File: src/rtl/utcc_pkg.sv
// Shared constants, result type and month-offset table for the Unix time / calendar converter.
// No dependencies; used by every other file in rtl/ except utcc_checker.
package utcc_pkg;

    localparam int NSTAGES   = 11;
    localparam int SEC_STAGE = 4;

    localparam int DAY_SH  = 35;
    localparam int HOUR_SH = 21;
    localparam int MIN_SH  = 14;
    localparam int WD_SH   = 19;
    localparam int CENT_SH = 42;
    localparam int YR_SH   = 29;
    localparam int MO_SH   = 19;
    localparam int D25_SH  = 16;

    localparam logic [63:0] DAY_DIV  = 64'd675;
    localparam logic [63:0] HOUR_DIV = 64'd225;
    localparam logic [63:0] MIN_DIV  = 64'd15;
    localparam logic [63:0] WD_DIV   = 64'd7;
    localparam logic [63:0] CENT_DIV = 64'd146097;
    localparam logic [63:0] YR_DIV   = 64'd1461;
    localparam logic [63:0] MO_DIV   = 64'd153;
    localparam logic [63:0] D25_DIV  = 64'd25;

    localparam logic [25:0] DAY_RCP  = 26'(((64'd1 << DAY_SH) + DAY_DIV - 64'd1) / DAY_DIV);
    localparam logic [13:0] HOUR_RCP = 14'(((64'd1 << HOUR_SH) + HOUR_DIV - 64'd1) / HOUR_DIV);
    localparam logic [10:0] MIN_RCP  = 11'(((64'd1 << MIN_SH) + MIN_DIV - 64'd1) / MIN_DIV);
    localparam logic [16:0] WD_RCP   = 17'(((64'd1 << WD_SH) + WD_DIV - 64'd1) / WD_DIV);
    localparam logic [24:0] CENT_RCP = 25'(((64'd1 << CENT_SH) + CENT_DIV - 64'd1) / CENT_DIV);
    localparam logic [18:0] YR_RCP   = 19'(((64'd1 << YR_SH) + YR_DIV - 64'd1) / YR_DIV);
    localparam logic [11:0] MO_RCP   = 12'(((64'd1 << MO_SH) + MO_DIV - 64'd1) / MO_DIV);
    localparam logic [11:0] D25_RCP  = 12'(((64'd1 << D25_SH) + D25_DIV - 64'd1) / D25_DIV);

    // Julian day of 1970-01-01 plus the March-based offset (2440588 + 32044)
    localparam logic [21:0] JDN_MARCH_BASE = 22'd2472632;
    // 32045 + 2440588
    localparam logic [31:0] JDN_UNIX_BASE  = 32'd2472633;
    localparam logic [16:0] WD_BIAS        = 17'd4;
    localparam logic [31:0] SECS_PER_DAY   = 32'd86400;
    localparam logic [15:0] YEAR_BASE      = 16'd6800;

    typedef struct packed {
        logic [31:0] unix_seconds;
        logic [5:0]  second;
        logic [5:0]  minute;
        logic [4:0]  hour;
        logic [2:0]  weekday;
        logic [4:0]  day;
        logic [3:0]  month;
        logic [7:0]  year;
    } result_t;

    // days before March-based month m: (153 * m + 2) / 5
    function automatic logic [8:0] month_offset(input logic [3:0] m);
        case (m)
            4'd0:    return 9'd0;
            4'd1:    return 9'd31;
            4'd2:    return 9'd61;
            4'd3:    return 9'd92;
            4'd4:    return 9'd122;
            4'd5:    return 9'd153;
            4'd6:    return 9'd184;
            4'd7:    return 9'd214;
            4'd8:    return 9'd245;
            4'd9:    return 9'd275;
            4'd10:   return 9'd306;
            4'd11:   return 9'd337;
            default: return 9'd0;
        endcase
    endfunction

endpackage

File: src/rtl/utcc_ctrl.sv
// Valid bits and per-stage load enables for the converter pipeline.
// Depends on utcc_pkg (stage count).
module utcc_ctrl (
    input  logic                         clk,
    input  logic                         rst_n,
    input  logic                         req_valid,
    output logic                         req_ready,
    output logic                         rsp_valid,
    input  logic                         rsp_ready,
    output logic [utcc_pkg::NSTAGES-1:0] en
);

    logic [utcc_pkg::NSTAGES-1:0] valid_reg;

    // a stage loads when it is empty or its content moves on
    always_comb
    begin
        en[utcc_pkg::NSTAGES-1] = !valid_reg[utcc_pkg::NSTAGES-1] || rsp_ready;
        for (int k = utcc_pkg::NSTAGES - 2; k >= 0; k--)
        begin
            en[k] = !valid_reg[k] || en[k+1];
        end
    end

    always_ff @(posedge clk or negedge rst_n)
    begin
        if (!rst_n)
        begin
            valid_reg <= '0;
        end
        else
        begin
            if (en[0])
            begin
                valid_reg[0] <= req_valid;
            end
            for (int k = 1; k < utcc_pkg::NSTAGES; k++)
            begin
                if (en[k])
                begin
                    valid_reg[k] <= valid_reg[k-1];
                end
            end
        end
    end

    assign req_ready = en[0];
    assign rsp_valid = valid_reg[utcc_pkg::NSTAGES-1];

endmodule

File: src/rtl/utcc_to_cal.sv
// Seconds-to-calendar datapath: reciprocal-multiply divisions, at most two products per stage.
// Depends on utcc_pkg (constants, result_t, month_offset).
module utcc_to_cal (
    input  logic                         clk,
    input  logic [utcc_pkg::NSTAGES-1:0] en,
    input  logic [31:0]                  unix_seconds,
    output utcc_pkg::result_t            res
);

    logic [31:0] s0_ut_reg;
    logic [50:0] s0_pday_reg;

    logic [31:0] s1_ut_reg;
    logic [15:0] s1_days_reg;

    logic [31:0] s2_ut_reg;
    logic [16:0] s2_rem_reg;
    logic [23:0] s2_jx_reg;
    logic [16:0] s2_wx_reg;
    logic [33:0] s2_pwd_reg;

    logic [31:0] s3_ut_reg;
    logic [16:0] s3_rem_reg;
    logic [21:0] s3_jday_reg;
    logic [26:0] s3_phr_reg;
    logic [48:0] s3_pcent_reg;
    logic [2:0]  s3_wd_reg;

    logic [31:0] s4_ut_reg;
    logic [16:0] s4_rem_reg;
    logic [21:0] s4_jday_reg;
    logic [4:0]  s4_hour_reg;
    logic [6:0]  s4_cent_reg;
    logic [2:0]  s4_wd_reg;

    logic [31:0] s5_ut_reg;
    logic [11:0] s5_rsec_reg;
    logic [15:0] s5_jcen_reg;
    logic [4:0]  s5_hour_reg;
    logic [6:0]  s5_cent_reg;
    logic [2:0]  s5_wd_reg;

    logic [31:0] s6_ut_reg;
    logic [11:0] s6_rsec_reg;
    logic [15:0] s6_jcen_reg;
    logic [4:0]  s6_hour_reg;
    logic [6:0]  s6_cent_reg;
    logic [2:0]  s6_wd_reg;
    logic [20:0] s6_pmin_reg;
    logic [36:0] s6_pyr_reg;

    logic [31:0] s7_ut_reg;
    logic [11:0] s7_rsec_reg;
    logic [15:0] s7_jcen_reg;
    logic [4:0]  s7_hour_reg;
    logic [6:0]  s7_cent_reg;
    logic [2:0]  s7_wd_reg;
    logic [5:0]  s7_min_reg;
    logic [6:0]  s7_yr_reg;

    logic [31:0] s8_ut_reg;
    logic [5:0]  s8_sec_reg;
    logic [5:0]  s8_min_reg;
    logic [4:0]  s8_hour_reg;
    logic [2:0]  s8_wd_reg;
    logic [6:0]  s8_cent_reg;
    logic [6:0]  s8_yr_reg;
    logic [8:0]  s8_jyr_reg;

    logic [31:0] s9_ut_reg;
    logic [5:0]  s9_sec_reg;
    logic [5:0]  s9_min_reg;
    logic [4:0]  s9_hour_reg;
    logic [2:0]  s9_wd_reg;
    logic [6:0]  s9_cent_reg;
    logic [6:0]  s9_yr_reg;
    logic [8:0]  s9_jyr_reg;
    logic [22:0] s9_pmo_reg;

    utcc_pkg::result_t res_reg;

    logic [15:0] days_c;
    logic [16:0] rem_c;
    logic [23:0] jx_c;
    logic [16:0] wx_c;
    logic [2:0]  wd_c;
    logic [4:0]  hour_c;
    logic [6:0]  cent_c;
    logic [11:0] rsec_c;
    logic [15:0] jcen_c;
    logic [5:0]  min_c;
    logic [6:0]  yr_c;
    logic [5:0]  sec_c;
    logic [8:0]  jyr_c;
    logic [10:0] xmo_c;
    logic [3:0]  mo_c;
    logic        late_c;
    logic [4:0]  day_c;
    logic [3:0]  month_c;
    logic [15:0] year_c;

    always_comb
    begin
        days_c  = 16'(s0_pday_reg >> utcc_pkg::DAY_SH);
        rem_c   = 17'(s1_ut_reg - 32'(s1_days_reg) * utcc_pkg::SECS_PER_DAY);
        jx_c    = {22'(s1_days_reg) + utcc_pkg::JDN_MARCH_BASE, 2'b11};
        wx_c    = 17'(s1_days_reg) + utcc_pkg::WD_BIAS;
        wd_c    = 3'(s2_wx_reg - 17'(s2_pwd_reg >> utcc_pkg::WD_SH) * 17'd7);
        hour_c  = 5'(s3_phr_reg >> utcc_pkg::HOUR_SH);
        cent_c  = 7'(s3_pcent_reg >> utcc_pkg::CENT_SH);
        rsec_c  = 12'(s4_rem_reg - 17'(s4_hour_reg) * 17'd3600);
        jcen_c  = 16'(25'(s4_jday_reg) - ((25'(s4_cent_reg) * 25'd146097) >> 2));
        min_c   = 6'(s6_pmin_reg >> utcc_pkg::MIN_SH);
        yr_c    = 7'(s6_pyr_reg >> utcc_pkg::YR_SH);
        sec_c   = 6'(s7_rsec_reg - 12'(s7_min_reg) * 12'd60);
        jyr_c   = 9'(s7_jcen_reg - 16'((18'(s7_yr_reg) * 18'd1461) >> 2));
        xmo_c   = 11'(s8_jyr_reg) * 11'd5 + 11'd2;
        mo_c    = 4'(s9_pmo_reg >> utcc_pkg::MO_SH);
        late_c  = (mo_c >= 4'd10);
        day_c   = 5'(s9_jyr_reg - utcc_pkg::month_offset(mo_c) + 9'd1);
        month_c = late_c ? (mo_c - 4'd9) : (mo_c + 4'd3);
        year_c  = 16'(s9_cent_reg) * 16'd100 + 16'(s9_yr_reg) + 16'(late_c)
                  - utcc_pkg::YEAR_BASE;
    end

    always_ff @(posedge clk)
    begin
        if (en[0])
        begin
            s0_ut_reg   <= unix_seconds;
            s0_pday_reg <= 51'(unix_seconds[31:7]) * 51'(utcc_pkg::DAY_RCP);
        end
        if (en[1])
        begin
            s1_ut_reg   <= s0_ut_reg;
            s1_days_reg <= days_c;
        end
        if (en[2])
        begin
            s2_ut_reg  <= s1_ut_reg;
            s2_rem_reg <= rem_c;
            s2_jx_reg  <= jx_c;
            s2_wx_reg  <= wx_c;
            s2_pwd_reg <= 34'(wx_c) * 34'(utcc_pkg::WD_RCP);
        end
        if (en[3])
        begin
            s3_ut_reg    <= s2_ut_reg;
            s3_rem_reg   <= s2_rem_reg;
            s3_jday_reg  <= s2_jx_reg[23:2];
            s3_phr_reg   <= 27'(s2_rem_reg[16:4]) * 27'(utcc_pkg::HOUR_RCP);
            s3_pcent_reg <= 49'(s2_jx_reg) * 49'(utcc_pkg::CENT_RCP);
            s3_wd_reg    <= wd_c;
        end
        if (en[4])
        begin
            s4_ut_reg   <= s3_ut_reg;
            s4_rem_reg  <= s3_rem_reg;
            s4_jday_reg <= s3_jday_reg;
            s4_hour_reg <= hour_c;
            s4_cent_reg <= cent_c;
            s4_wd_reg   <= s3_wd_reg;
        end
        if (en[5])
        begin
            s5_ut_reg   <= s4_ut_reg;
            s5_rsec_reg <= rsec_c;
            s5_jcen_reg <= jcen_c;
            s5_hour_reg <= s4_hour_reg;
            s5_cent_reg <= s4_cent_reg;
            s5_wd_reg   <= s4_wd_reg;
        end
        if (en[6])
        begin
            s6_ut_reg   <= s5_ut_reg;
            s6_rsec_reg <= s5_rsec_reg;
            s6_jcen_reg <= s5_jcen_reg;
            s6_hour_reg <= s5_hour_reg;
            s6_cent_reg <= s5_cent_reg;
            s6_wd_reg   <= s5_wd_reg;
            s6_pmin_reg <= 21'(s5_rsec_reg[11:2]) * 21'(utcc_pkg::MIN_RCP);
            s6_pyr_reg  <= 37'({s5_jcen_reg, 2'b11}) * 37'(utcc_pkg::YR_RCP);
        end
        if (en[7])
        begin
            s7_ut_reg   <= s6_ut_reg;
            s7_rsec_reg <= s6_rsec_reg;
            s7_jcen_reg <= s6_jcen_reg;
            s7_hour_reg <= s6_hour_reg;
            s7_cent_reg <= s6_cent_reg;
            s7_wd_reg   <= s6_wd_reg;
            s7_min_reg  <= min_c;
            s7_yr_reg   <= yr_c;
        end
        if (en[8])
        begin
            s8_ut_reg   <= s7_ut_reg;
            s8_sec_reg  <= sec_c;
            s8_min_reg  <= s7_min_reg;
            s8_hour_reg <= s7_hour_reg;
            s8_wd_reg   <= s7_wd_reg;
            s8_cent_reg <= s7_cent_reg;
            s8_yr_reg   <= s7_yr_reg;
            s8_jyr_reg  <= jyr_c;
        end
        if (en[9])
        begin
            s9_ut_reg   <= s8_ut_reg;
            s9_sec_reg  <= s8_sec_reg;
            s9_min_reg  <= s8_min_reg;
            s9_hour_reg <= s8_hour_reg;
            s9_wd_reg   <= s8_wd_reg;
            s9_cent_reg <= s8_cent_reg;
            s9_yr_reg   <= s8_yr_reg;
            s9_jyr_reg  <= s8_jyr_reg;
            s9_pmo_reg  <= 23'(xmo_c) * 23'(utcc_pkg::MO_RCP);
        end
        if (en[10])
        begin
            res_reg.unix_seconds <= s9_ut_reg;
            res_reg.second       <= s9_sec_reg;
            res_reg.minute       <= s9_min_reg;
            res_reg.hour         <= s9_hour_reg;
            res_reg.weekday      <= s9_wd_reg;
            res_reg.day          <= day_c;
            res_reg.month        <= month_c;
            res_reg.year         <= year_c[7:0];
        end
    end

    assign res = res_reg;

endmodule

File: src/rtl/utcc_to_sec.sv
// Calendar-to-seconds datapath plus the transfer's echo fields and action bit.
// Depends on utcc_pkg (constants, result_t, month_offset).
module utcc_to_sec (
    input  logic                         clk,
    input  logic [utcc_pkg::NSTAGES-1:0] en,
    input  logic                         action,
    input  logic [5:0]                   second_in,
    input  logic [5:0]                   minute_in,
    input  logic [4:0]                   hour_in,
    input  logic [4:0]                   day_in,
    input  logic [3:0]                   month_in,
    input  logic [6:0]                   year_in,
    output logic                         action_out,
    output utcc_pkg::result_t            res
);

    typedef struct packed {
        logic        action;
        logic [5:0]  second;
        logic [5:0]  minute;
        logic [4:0]  hour;
        logic [4:0]  day;
        logic [3:0]  month;
        logic [6:0]  year;
        logic [31:0] secs;
    } item_t;

    item_t echo_reg [utcc_pkg::NSTAGES];

    logic [12:0] s0_y_reg;
    logic [8:0]  s0_off_reg;

    logic [22:0] s1_p100_reg;
    logic [22:0] s1_p400_reg;
    logic [21:0] s1_d365_reg;
    logic [10:0] s1_yq_reg;
    logic [8:0]  s1_off_reg;
    logic [16:0] s1_tod_reg;

    logic [16:0] s2_dsum_reg;
    logic [16:0] s2_tod_reg;

    logic [31:0] s3_psec_reg;
    logic [16:0] s3_tod_reg;

    logic [4:0]  adj_c;
    logic [3:0]  mar_c;
    logic [31:0] dsum_c;
    item_t       sec_item_c;

    // March-based month; months 1 and 2 (and 0) belong to the previous year
    always_comb
    begin
        case (month_in)
            4'd0, 4'd1, 4'd2:
            begin
                adj_c = 5'd1;
                mar_c = month_in + 4'd9;
            end
            4'd15:
            begin
                adj_c = 5'd21;
                mar_c = 4'd8;
            end
            default:
            begin
                adj_c = 5'd0;
                mar_c = month_in - 4'd3;
            end
        endcase
    end

    always_comb
    begin
        dsum_c = 32'(echo_reg[1].day) + 32'(s1_off_reg) + 32'(s1_d365_reg)
                 + 32'(s1_yq_reg) - 32'(s1_p100_reg >> utcc_pkg::D25_SH)
                 + 32'(s1_p400_reg >> utcc_pkg::D25_SH) - utcc_pkg::JDN_UNIX_BASE;
    end

    always_comb
    begin
        sec_item_c      = echo_reg[utcc_pkg::SEC_STAGE-1];
        sec_item_c.secs = s3_psec_reg + 32'(s3_tod_reg);
    end

    always_ff @(posedge clk)
    begin
        if (en[0])
        begin
            echo_reg[0].action <= action;
            echo_reg[0].second <= second_in;
            echo_reg[0].minute <= minute_in;
            echo_reg[0].hour   <= hour_in;
            echo_reg[0].day    <= day_in;
            echo_reg[0].month  <= month_in;
            echo_reg[0].year   <= year_in;
            echo_reg[0].secs   <= '0;
            s0_y_reg   <= 13'(16'(year_in) + utcc_pkg::YEAR_BASE - 16'(adj_c));
            s0_off_reg <= utcc_pkg::month_offset(mar_c);
        end
        if (en[1])
        begin
            s1_p100_reg <= 23'(s0_y_reg[12:2]) * 23'(utcc_pkg::D25_RCP);
            s1_p400_reg <= 23'(s0_y_reg[12:4]) * 23'(utcc_pkg::D25_RCP);
            s1_d365_reg <= 22'(s0_y_reg) * 22'd365;
            s1_yq_reg   <= s0_y_reg[12:2];
            s1_off_reg  <= s0_off_reg;
            s1_tod_reg  <= 17'(echo_reg[0].hour) * 17'd3600
                           + 17'(echo_reg[0].minute) * 17'd60
                           + 17'(echo_reg[0].second);
        end
        if (en[2])
        begin
            s2_dsum_reg <= dsum_c[16:0];
            s2_tod_reg  <= s1_tod_reg;
        end
        if (en[3])
        begin
            s3_psec_reg <= 32'(34'(s2_dsum_reg) * 34'(utcc_pkg::SECS_PER_DAY));
            s3_tod_reg  <= s2_tod_reg;
        end
        for (int s = 1; s < utcc_pkg::NSTAGES; s++)
        begin
            if (en[s])
            begin
                echo_reg[s] <= (s == utcc_pkg::SEC_STAGE) ? sec_item_c : echo_reg[s-1];
            end
        end
    end

    assign action_out       = echo_reg[utcc_pkg::NSTAGES-1].action;
    assign res.unix_seconds = echo_reg[utcc_pkg::NSTAGES-1].secs;
    assign res.second       = echo_reg[utcc_pkg::NSTAGES-1].second;
    assign res.minute       = echo_reg[utcc_pkg::NSTAGES-1].minute;
    assign res.hour         = echo_reg[utcc_pkg::NSTAGES-1].hour;
    assign res.weekday      = 3'd0;
    assign res.day          = echo_reg[utcc_pkg::NSTAGES-1].day;
    assign res.month        = echo_reg[utcc_pkg::NSTAGES-1].month;
    assign res.year         = 8'(echo_reg[utcc_pkg::NSTAGES-1].year);

endmodule

File: src/rtl/unix_time_calendar_converter_top.sv
// Unix time / calendar converter, 11-stage pipeline. Every transfer runs through both
// directions side by side and the action bit picks the result at the output. One
// transfer per cycle is accepted and delivered while the response side is ready. Each
// stage holds at most two reciprocal multiplies (the widest are 25x26 for the day split
// and 24x25 for the century step), which sets the clock. Per-stage valid bits let a new
// request enter while a finished result waits, as long as some stage is empty; with the
// response side ready the block never stalls the request side.
// Depends on utcc_pkg, utcc_ctrl, utcc_to_cal and utcc_to_sec.
module unix_time_calendar_converter_top (
    input  logic        clk,
    input  logic        rst_n,
    input  logic        req_valid,
    output logic        req_ready,
    input  logic        action,
    input  logic [31:0] unix_seconds,
    input  logic [5:0]  second_in,
    input  logic [5:0]  minute_in,
    input  logic [4:0]  hour_in,
    input  logic [4:0]  day_in,
    input  logic [3:0]  month_in,
    input  logic [6:0]  year_in,
    output logic        rsp_valid,
    input  logic        rsp_ready,
    output logic [31:0] unix_seconds_out,
    output logic [5:0]  second_out,
    output logic [5:0]  minute_out,
    output logic [4:0]  hour_out,
    output logic [2:0]  weekday_out,
    output logic [4:0]  day_out,
    output logic [3:0]  month_out,
    output logic [7:0]  year_out
);

    logic [utcc_pkg::NSTAGES-1:0] en;
    utcc_pkg::result_t            cal_res;
    utcc_pkg::result_t            sec_res;
    utcc_pkg::result_t            res;
    logic                         res_action;

    utcc_ctrl u_ctrl (
        .clk       (clk),
        .rst_n     (rst_n),
        .req_valid (req_valid),
        .req_ready (req_ready),
        .rsp_valid (rsp_valid),
        .rsp_ready (rsp_ready),
        .en        (en)
    );

    utcc_to_cal u_to_cal (
        .clk          (clk),
        .en           (en),
        .unix_seconds (unix_seconds),
        .res          (cal_res)
    );

    utcc_to_sec u_to_sec (
        .clk        (clk),
        .en         (en),
        .action     (action),
        .second_in  (second_in),
        .minute_in  (minute_in),
        .hour_in    (hour_in),
        .day_in     (day_in),
        .month_in   (month_in),
        .year_in    (year_in),
        .action_out (res_action),
        .res        (sec_res)
    );

    assign res = res_action ? sec_res : cal_res;

    assign unix_seconds_out = res.unix_seconds;
    assign second_out       = res.second;
    assign minute_out       = res.minute;
    assign hour_out         = res.hour;
    assign weekday_out      = res.weekday;
    assign day_out          = res.day;
    assign month_out        = res.month;
    assign year_out         = res.year;

endmodule

File: config.mk
export PLATFORM = sky130hd
export DESIGN_NAME = unix_time_calendar_converter_top
export DESIGN_NICKNAME = d
export VERILOG_FILES = /design/src/rtl/utcc_pkg.sv /design/src/rtl/utcc_ctrl.sv /design/src/rtl/utcc_to_cal.sv /design/src/rtl/utcc_to_sec.sv /design/src/rtl/unix_time_calendar_converter_top.sv
export SDC_FILE = /design/constraint.sdc
export NUM_CORES = 2
export LEC_CHECK = 0
export ABC_AREA = 1
export BUFFER_PORTS_ARGS = -buffer_cell sky130_fd_sc_hd__buf_2
export CAP_MARGIN = 10
export CORE_MARGIN = 5
export CORE_UTILIZATION = 65
export CTS_CLUSTER_DIAMETER = 50
export DETAILED_ROUTE_END_ITERATION = 10
export PLACE_DENSITY = 0.82
export SETUP_SLACK_MARGIN = 0.1
export SLEW_MARGIN = 20
export SYNTH_ARGS = -nofsm -noshare
export SYNTH_HDL_FRONTEND = slang
export SYNTH_SLANG_ARGS = --single-unit
File: constraint.sdc
create_clock -name clk -period 25.4 [get_ports clk]
set_input_delay 5.08 -clock clk [delete_from_list [all_inputs] [get_ports clk]]
set_output_delay 5.08 -clock clk [all_outputs]
set_load 0.01 [all_outputs]
==> reports/summary.txt <==
RSZ-0062 raised after global routing -> false
GPL Wtd Cong -> 0.9629
CP Capture Point -> req_ready
Post-CTS Setup Inserts -> 0
Crit path launch -> rsp_ready
Die Ht -> 393.1 um
Final wirelength -> 207.2 mm
Drt via density -> 5.629
Min-Delay Path Class -> reg -> reg
IO buf count -> 140
Setup Skew -> 0.05796 ns
Main synth FF type -> edfxtp_1
Critical path peak fanout -> 83
Worst path required time -> 20.32 ns
Max reg flops -> 578
Crit Path Class -> in -> out
Fmax -> 65.13 MHz
Cts repair resizes -> 0
Post-synth EDFFs -> 1,446
Antenna Nets Post-Route -> 0
Final period utilization -> 60.45%
Post-synth ARST share -> 0.7524%
Vias in the first global route -> 59,470
Longest Clk Path Bufs -> 3
Top cell type's share of synthesized area -> 45.51%
Antenna violations before repair -> 9
Worst reg2reg path depth -> 31
Max-Cap Viols -> 0
Mean Syn Cell Area -> 12.41 sq um
First DRT Iteration DRCs -> 4,011
Layout cells sized above 1 -> 6.221%
Yosys top cell by area -> edfxtp_1
Via count -> 56,430
Initial Util -> 65.46%
Least-Margin Pin Slew -> 1.065 ns
Core ar. -> 145,700 sq um
Final net count -> 10,190
Final Hold Viols -> 0
Worst skew pair latency -> 0.78 ns
Startpoint class of the critical path -> primary input
Relative slew slack -> 28.99%
Pins Over Slew Limit -> 0
Hold_buf cts -> 0
GRT Util Overall -> 27.50%
CTS sink cnt -> 1,462
Mapped Cells -> 7,689
CP peak stage delay -> 0.75 ns
CP Data Arrival Time -> 10.27 ns
Num CTS Buffers -> 149
DPL Wire Length -> 156.4 mm
Largest net degree at the start of global routing -> 86
Clk root buf -> clkbuf_16
Fillers -> 9,480
FF+latch count, synth -> 1,462
CP endpoint kind -> primary output
Area growth syn-to-layout -> 8.562%
First-pass GRT wire length -> 327.0 mm
Synth area leaders -> edfxtp_1 (46%), ha_1 (18%), fa_1 (16%)
Crit path cell chain -> buf_2 -> inv_1 -> nand2_8 -> nor2_8 -> nand4_4 -> nor2_2 -> nand2_8 -> nor2_2 -> nand2_8 -> nor2_2 -> nand2_4 -> buf_2
Seq/Total Area, Yosys -> 45.91%
Mapped Nets -> 9,894
Reg2reg start -> u_to_cal.s8_jyr_reg[0]
Wire length per cell -> 20.66 um
Synth warn -> 0
Min Tclk post-route -> 15.35 ns
Synthesized area -> 95,400 sq um
Hold_sp -> u_to_sec.s2_tod_reg[14]
Top-count cell post-synth -> inv_1
Gr ovfl total -> 0
TritonRoute pass-1 iters -> 6
I/O pins -> 141
Reg2reg setup slack -> 18.44 ns
Post-synth top cells -> inv_1 (1,640), edfxtp_1 (1,446), ha_1 (1,391)
Die Area -> 154,500 sq um
Num rows -> 140
Post-synthesis cell type count -> 56
Post-route setup TNS -> 0 ns
CTS tree -> built
DRC Markers -> 0
CP max-delay cell -> nand4_4
Clk pin slew, worst setup/hold paths -> 0.06 ns
Chip width -> 393.1 um
Setup violators final -> 0
H-tree Lvls -> 4
Outcome -> complete, no violations
==> cell usage in the layout, fill, tap and decap left out, types with 8 or more instances in the layout <==
cell type	netlist	final
a211oi_1	10	10
a21boi_0	15	15
a21o_1	33	33
a21oi_1	338	338
a31oi_1	28	28
buf_2	6	140
buf_4	2	15
bufinv_16	0	9
clkbuf_1	1	26
clkbuf_16	0	150
clkinv_1	0	30
clkinv_2	0	15
dfrtp_1	11	11
edfxtp_1	1446	1446
fa_1	744	744
ha_1	1391	1391
inv_1	1640	1636
inv_2	8	8
inv_6	0	12
inv_8	0	10
mux2_2	63	63
nand2_1	731	729
nand2_2	17	14
nand3_1	151	150
nand3b_1	13	13
nand4_1	51	51
nor2_1	304	304
nor3_1	54	54
nor4_1	11	11
o2111ai_1	9	9
o211ai_1	11	11
o21a_1	12	12
o21ai_0	199	199
o21bai_1	19	19
o31ai_1	9	9
or2_2	10	10
xnor2_1	113	113
xor2_1	187	187
==> routing by layer <==
metal  vias up  global-route usage, %  wire length (um)
met5         -                      0                13
met4         2                  9.458              7383
met3       452                  4.030             12810
met2      1921                  46.75            102500
met1     27770                  36.71             84410
li1      26290                      -                 -
==> per-stage QoR <==
step | worst slack (ns) | utilization (%) | hold WS (ns) | cell area, sq um | std cells
after floorplan | 4.867 | - | 0.4003 | 95400 | 7689
after global placement | 10.30 | 67.70 | 0.4001 | 98660 | 9750
after detailed placement | 10.05 | 67.70 | 0.4045 | 98660 | 9750
after CTS | 9.973 | 71.05 | 0.3794 | 103500 | 10020
after global routing | 9.657 | 71.06 | 0.3965 | 103600 | 10020
final | 10.05 | 71.07 | 0.3795 | 103600 | 10030
==> cell type report <==
cell class                      count  area (sq um)  area share (%)
Inverter                         1648          6206           5.992
Sequential cell                  1462         43800           42.29
Antenna cell                        7         17.52         0.01691
Timing Repair Buffer              156         824.5          0.7961
Tap cell                         1917          2399           2.316
Clock buffer                      178          3879           3.745
Multi-Input combinational cell   4567         45440           43.87
Clock inverter                     91          1011          0.9761
==> cells by family after synthesis <==
| family | Yosys count | share of synthesized area [%] |
|---|---|---|
| adder cells (fa/ha/maj) | 2135 | 33.85 |
| buffers and inverters | 1660 | 6.547 |
| flip-flops | 1462 | 45.91 |
| AND/OR/NAND/NOR | 1368 | 6.083 |
| AO/OA/AOI/OAI | 700 | 4.093 |
| XOR/XNOR | 301 | 2.771 |
| multiplexers | 63 | 0.7436 |
==> how the worst min path moves through the flow <==
stage,end,depth (start not counted)
6_report,u_to_sec.s3_tod_reg[14],0
4_1_cts,u_to_sec.echo_reg[7][30],0
5_1_grt,u_to_sec.echo_reg[7][43],0
3_5_place_dp,u_to_cal.res[23],0
3_3_place_gp,u_to_sec.echo_reg[7][26],0
2_1_floorplan,u_to_cal.res[17],0
==> critical path, delay by kind of cell <==
| family | cells | cell delay, ns |
|---|---|---|
| buf+inv | 3 | 0.57 |
| simple gates | 9 | 4.43 |
Power is left out: the tool's default activity adds up to more than one toggle a clock period on the data nets, which glitch-free logic cannot reach.
